[src/design/smb_pkg.sv]
// shared types, constants and helpers for the masked sprite blitter
package smb_pkg;

   localparam int NUM_SHAPES  = 16;
   localparam int SHAPE_BYTES = 256;
   localparam int VRAM_BYTES  = 16384;
   localparam int NUM_LINES   = 256;

   localparam int SHAPE_AW = $clog2(NUM_SHAPES * SHAPE_BYTES);
   localparam int SOFF_W   = $clog2(SHAPE_BYTES);
   localparam int SSEL_W   = $clog2(NUM_SHAPES);
   localparam int VRAM_AW  = $clog2(VRAM_BYTES);
   localparam int LINE_W   = $clog2(NUM_LINES);

   localparam logic [15:0] WRITE_LIMIT = 16'h1fff;

   typedef enum logic [2:0] {
      REQ_HEADER = 3'd0,
      REQ_SHAPE  = 3'd1,
      REQ_LINE   = 3'd2,
      REQ_DRAW   = 3'd3,
      REQ_VWRITE = 3'd4,
      REQ_VREAD  = 3'd5
   } req_kind_type;

   typedef enum logic [0:0] {
      CSR_BLIT_WIDTH  = 1'b0,
      CSR_BLIT_HEIGHT = 1'b1
   } csr_index_type;

   typedef enum logic [3:0] {
      ST_IDLE,
      ST_SETUP,
      ST_LINE,
      ST_LINE_WAIT,
      ST_PRE_RD,
      ST_PRE_WAIT,
      ST_BYTE_RD,
      ST_BYTE_WAIT,
      ST_BYTE_WR,
      ST_TAIL_RD,
      ST_TAIL_WAIT,
      ST_TAIL_WR,
      ST_READ_WAIT,
      ST_DONE
   } state_type;

   typedef struct packed {
      logic [2:0]  req_type;
      logic [3:0]  shape_sel;
      logic [7:0]  byte_index;
      logic [7:0]  byte_value;
      logic [7:0]  shape_width;
      logic [7:0]  shape_height;
      logic [1:0]  bits_per_pixel;
      logic [7:0]  line_sel;
      logic [13:0] vram_addr;
      logic [15:0] xpos;
      logic [15:0] ypos;
      logic        mask_mode;
   } req_payload_type;

   typedef struct packed {
      logic [7:0] read_data;
      logic       write_rejected;
   } rsp_payload_type;

   // shared merge unit control
   typedef struct packed {
      logic       masked;
      logic       tail;
      logic [2:0] pixx;
      logic [7:0] carry;
      logic [7:0] mask;
      logic [7:0] shape;
      logic [7:0] screen;
   } merge_ctl_type;

   function automatic logic [7:0] keep_mask(input logic [7:0] b);
      logic [7:0] r;
      r = 8'h00;
      for (int i = 0; i < 4; i++) begin
         if (b[2*i +: 2] == 2'b00) begin
            r[2*i +: 2] = 2'b11;
         end
      end
      return r;
   endfunction

endpackage

[src/design/smb_merge.sv]
// pixel shift and merge unit shared by every byte of a draw
module smb_merge (
   input  smb_pkg::merge_ctl_type ctl,
   output logic [7:0]             merged,
   output logic [7:0]             next_carry,
   output logic [7:0]             next_mask
);
   logic [7:0]  km;
   logic [15:0] sh_shape;
   logic [15:0] sh_keep;
   logic [7:0]  cur;
   logic [7:0]  cur_m;
   logic [7:0]  back;

   always_comb begin
      km         = smb_pkg::keep_mask(ctl.shape);
      sh_shape   = {ctl.shape, 8'h00} >> ctl.pixx;
      sh_keep    = {km, 8'h00} >> ctl.pixx;
      back       = 8'hff >> ctl.pixx;
      next_carry = sh_shape[7:0];
      next_mask  = sh_keep[7:0];
      if (ctl.tail) begin
         cur   = ctl.carry;
         cur_m = ctl.mask | back;
      end else begin
         cur   = ctl.carry | sh_shape[15:8];
         cur_m = ctl.mask | sh_keep[15:8];
      end
      if (ctl.masked) begin
         merged = (ctl.screen & cur_m) | cur;
      end else begin
         merged = ctl.screen ^ cur;
      end
   end
endmodule

[config.mk]
export PLATFORM = sky130hd
export DESIGN_NAME = smb_merge
export DESIGN_NICKNAME = d
export VERILOG_FILES = /design/src/design/smb_pkg.sv /design/src/design/smb_merge.sv
export SDC_FILE = /design/constraint.sdc
export NUM_CORES = 1
export LEC_CHECK = 0
export ABC_AREA = 1
export BUFFER_PORTS_ARGS = -buffer_cell sky130_fd_sc_hd__buf_2
export CAP_MARGIN = 0
export CORE_AREA = 8 8 63 65
export DETAILED_ROUTE_END_ITERATION = 10
export DIE_AREA = 0 0 71 73
export SYNTH_ARGS = -nofsm -noshare
export SYNTH_HDL_FRONTEND = slang
export SYNTH_SLANG_ARGS = --single-unit
[constraint.sdc]
create_clock -name vclk -period 1.8
set_input_delay 0.27 -clock vclk [all_inputs]
set_output_delay 0.27 -clock vclk [all_outputs]
set_load 0.02 [all_outputs]
# Yosys cells after proc, flatten, opt, wreduce, memory -nomap -nowiden
# Index checks and enable logic that the tools add are counted.
# op_classes
n_reduce_logical	4
bitwise_logic	6
multipliers	0
div	0
n_lt_le_gt_ge	0
n_addsub	0
n_eq_ne	0
n_mux	7
shifts	3
# op_table
op	count
$or 8x8->8	4
$shr 16x3->16	2
$mux 8	3
$and 8x8->8	1
$logic_not 2->1	4
$mux 2	4
$shr 8x3->8 const A	1
$xor 8x8->8	1
# word_totals
in_bits	37
register_bits	0
ram_bits	0
latchBits	0
mem_bits_ro	0
memories	0

# Depth between registers and ports, before layout
# logic_depth
ltp_word	8
depth_mapped	9

# Worst setup path before layout
# No wires, ideal clock.
# synth_timing
kind	input-to-output
startpoint	in ctl[34] (netlist bit)
endpoint	out merged[4]
required_ns	1.530
arrival_ns	1.323
slack_ns	0.207
path_buffers	2
cell_stages	7
path_cell_list	buf_4 > nor2_1 > buf_4 > nand2_1 > nand3_1 > nand2_1 > o21ai_0
# synth_via
elab_chain_len	6
# synth_rtl
item	line_no	text
from (decl)	smb_merge.sv:3	input smb_pkg::merge_ctl_type ctl,
$shr 16x3->16 or $shr 8x3->8 (tied branches)	smb_merge.sv:18, smb_merge.sv:19	
$or 8x8->8, on equally long branches	smb_merge.sv:27, smb_merge.sv:24	
$mux 8	smb_merge.sv:22	if (ctl.tail) begin
$and 8x8->8	smb_merge.sv:30	merged = (ctl.screen & cur_m) | cur;
$or 8x8->8	smb_merge.sv:30	
$mux 8 *	smb_merge.sv:29	if (ctl.masked) begin
to (decl)	smb_merge.sv:4	output logic [7:0] merged,
# Mark *: on every way between the ends. The rest lies on a longest branch, timed or not.

# Worst setup path after layout
# layout_timing
startpoint	in ctl[33] (netlist bit)
endpoint	out merged[3]
# Same word-level chain as after synthesis.

==> flow_summary.ini <==
[power]
p_leak_nw = 0.715
power_density_nw_per_um2 = 277
ir_drop_uv = 114
power_mw = 0.347

[sta]
report.final.setup_viol = 0
hold_viol_final = 0
holdWs_ns = 0.892
rsz0062_at_grt = false
max_freq_ghz = 0.618
slew_viol_final = 0
fin_crit_ns = 1.62
setup_tns_ns = 0
fin_crit_sh_pct = 89.9

[grt]
grt_max_degree = 21
grt_pass1_wl_um = 6000
overflow = 0
grt_pass1_vias = 1391
antenna_found_initial = 0
grt_use_total_pct = 13.3

[final_layout]
drive_gt1_share_pct = 28.7
diodes = 0
design.seq.count = 0
final_cell_area_sq_um = 1250
layout.nets = 297
area.sequential_sq_um = 0
area_delta_synth_final_pct = 33.1
nFillCells = 361
nClkBuffers = 0

[synthesis]
synth_cell_types = 24
synthesis.instances = 204
postSynthAreaPerCell_sq_um = 4.60
synth_top_area_share_pct = 29.6
synth-seq-area-share_pct = 0
synth_area_leader_cell = nand2_1
synth_area_leaders = nand2_1, nand3_1, nor2_1
synth.most_common_cell = nand2_1
synth_warnings = 0
synthTopCellsByCount = nand2_1, nand3_1, nor2_1
netlist_area_sq_um = 938

[die]
dieHeight_um = 73
io-pin-count = 61
core.rowCount = 20
core_area_sq_um = 2950
initial_utilization_pct = 31.8
die_w_um = 71
dieArea_sq_um = 5180

[clock_tree]
hold_buffers = 0
post-cts-setup-buffers = 0

[route]
ant_nets = 0
drt_iter0_markers = 69
vias = 1433
first_pass_iters = 4
wl_um = 3610
post_drt_wl_per_cell_um = 12.4
drc = 0
via_per_inst = 4.92

[placed_design]
gp_congestion = 0.905
postPlaceCellArea_sq_um = 1240
hpwl_um = 3020
portBuffers = 59

[flow_run]
drv_cap = 0

[worst_setup_path]
critPathRequiredTime_ns = 1.53
worstSetupPathType = in -> out
cp-end-kind = output pin
cp_max_fo = 18
crit_arrival_ns = 1.35
cp-start-kind = input pin

[outcome]
status = finished clean

[worst_hold_path]
hold_path.class = in -> out
cell families after synthesis:
group                  count (synthesis)  share of synthesized area (%)
buffers and inverters                 26                           13.7
other                                  1                          0.400
AND/OR/NAND/NOR                      150                           69.7
AO/OA/AOI/OAI                         27                           16.1
final timing paths:
kind	cells after the start	slack, ns	endpoint	from
setup / recovery	9	0.18	merged[3]	ctl[33]
hold / removal	3	0.89	next_mask[2]	ctl[9]
metal layers:
layer | vias to the layer above | GRT usage [%] | wire length, um
li1 | 774 | - | -
met1 | 607 | 17.3 | 1700
met2 | 52 | 22.9 | 1610
met3 | 0 | 2.61 | 296
met4 | 0 | 0.231 | 0
met5 | - | 0 | 0
stage by stage:
stage	instances	utilization (%)	setup WS, ns
6_report	291	42.3	0.183
5_1_grt	291	42.3	0.0128
4_1_cts	291	42.1	0.140
3_5_place_dp	291	42.1	0.142
3_3_place_gp	291	42.1	0.125
2_1_floorplan	205	-	0.207
cells in the final DEF (no fill, tap or decap), drive strengths merged:
cell and n:
nand3 39, o21bai 3, a31o 1, a21oi 3, conb 2, nor4 2
nand3b 2, clkbuf 1, nor2 27, nor3 2, a211oi 1, buf 63
inv 15, a31oi 2, nand2 78, o21ai 17
power breakdown:
group          internal (mW)  total (mW)  switching (mW)
Clock                      0           0               0
Sequential                 0           0               0
Combinational          0.123       0.347           0.223
Total                  0.123       0.347           0.223
final cells by class:
cell class | count | area [sq um] | area share, %
multi-input combinational | 179 | 813 | 65.1
timing repair buffer | 64 | 335 | 26.9
inverter | 15 | 58.8 | 4.71
tap | 33 | 41.3 | 3.31
worst max-delay path: stages:
cell     delay (ns)
buf_2          0.11
inv_2          0.23
nand2_1        0.14
o21ai_0        0.19
nand2_1        0.07
nand3_1        0.08
nand2_1        0.05
nand2_1        0.05
buf_2          0.16
timing repair:
action,in CTS,in global routing
endpoints found under the hold margin,0,0
setup endpoints to repair,0,1
resized for setup,0,3
(Power assumes the default switching activity.)
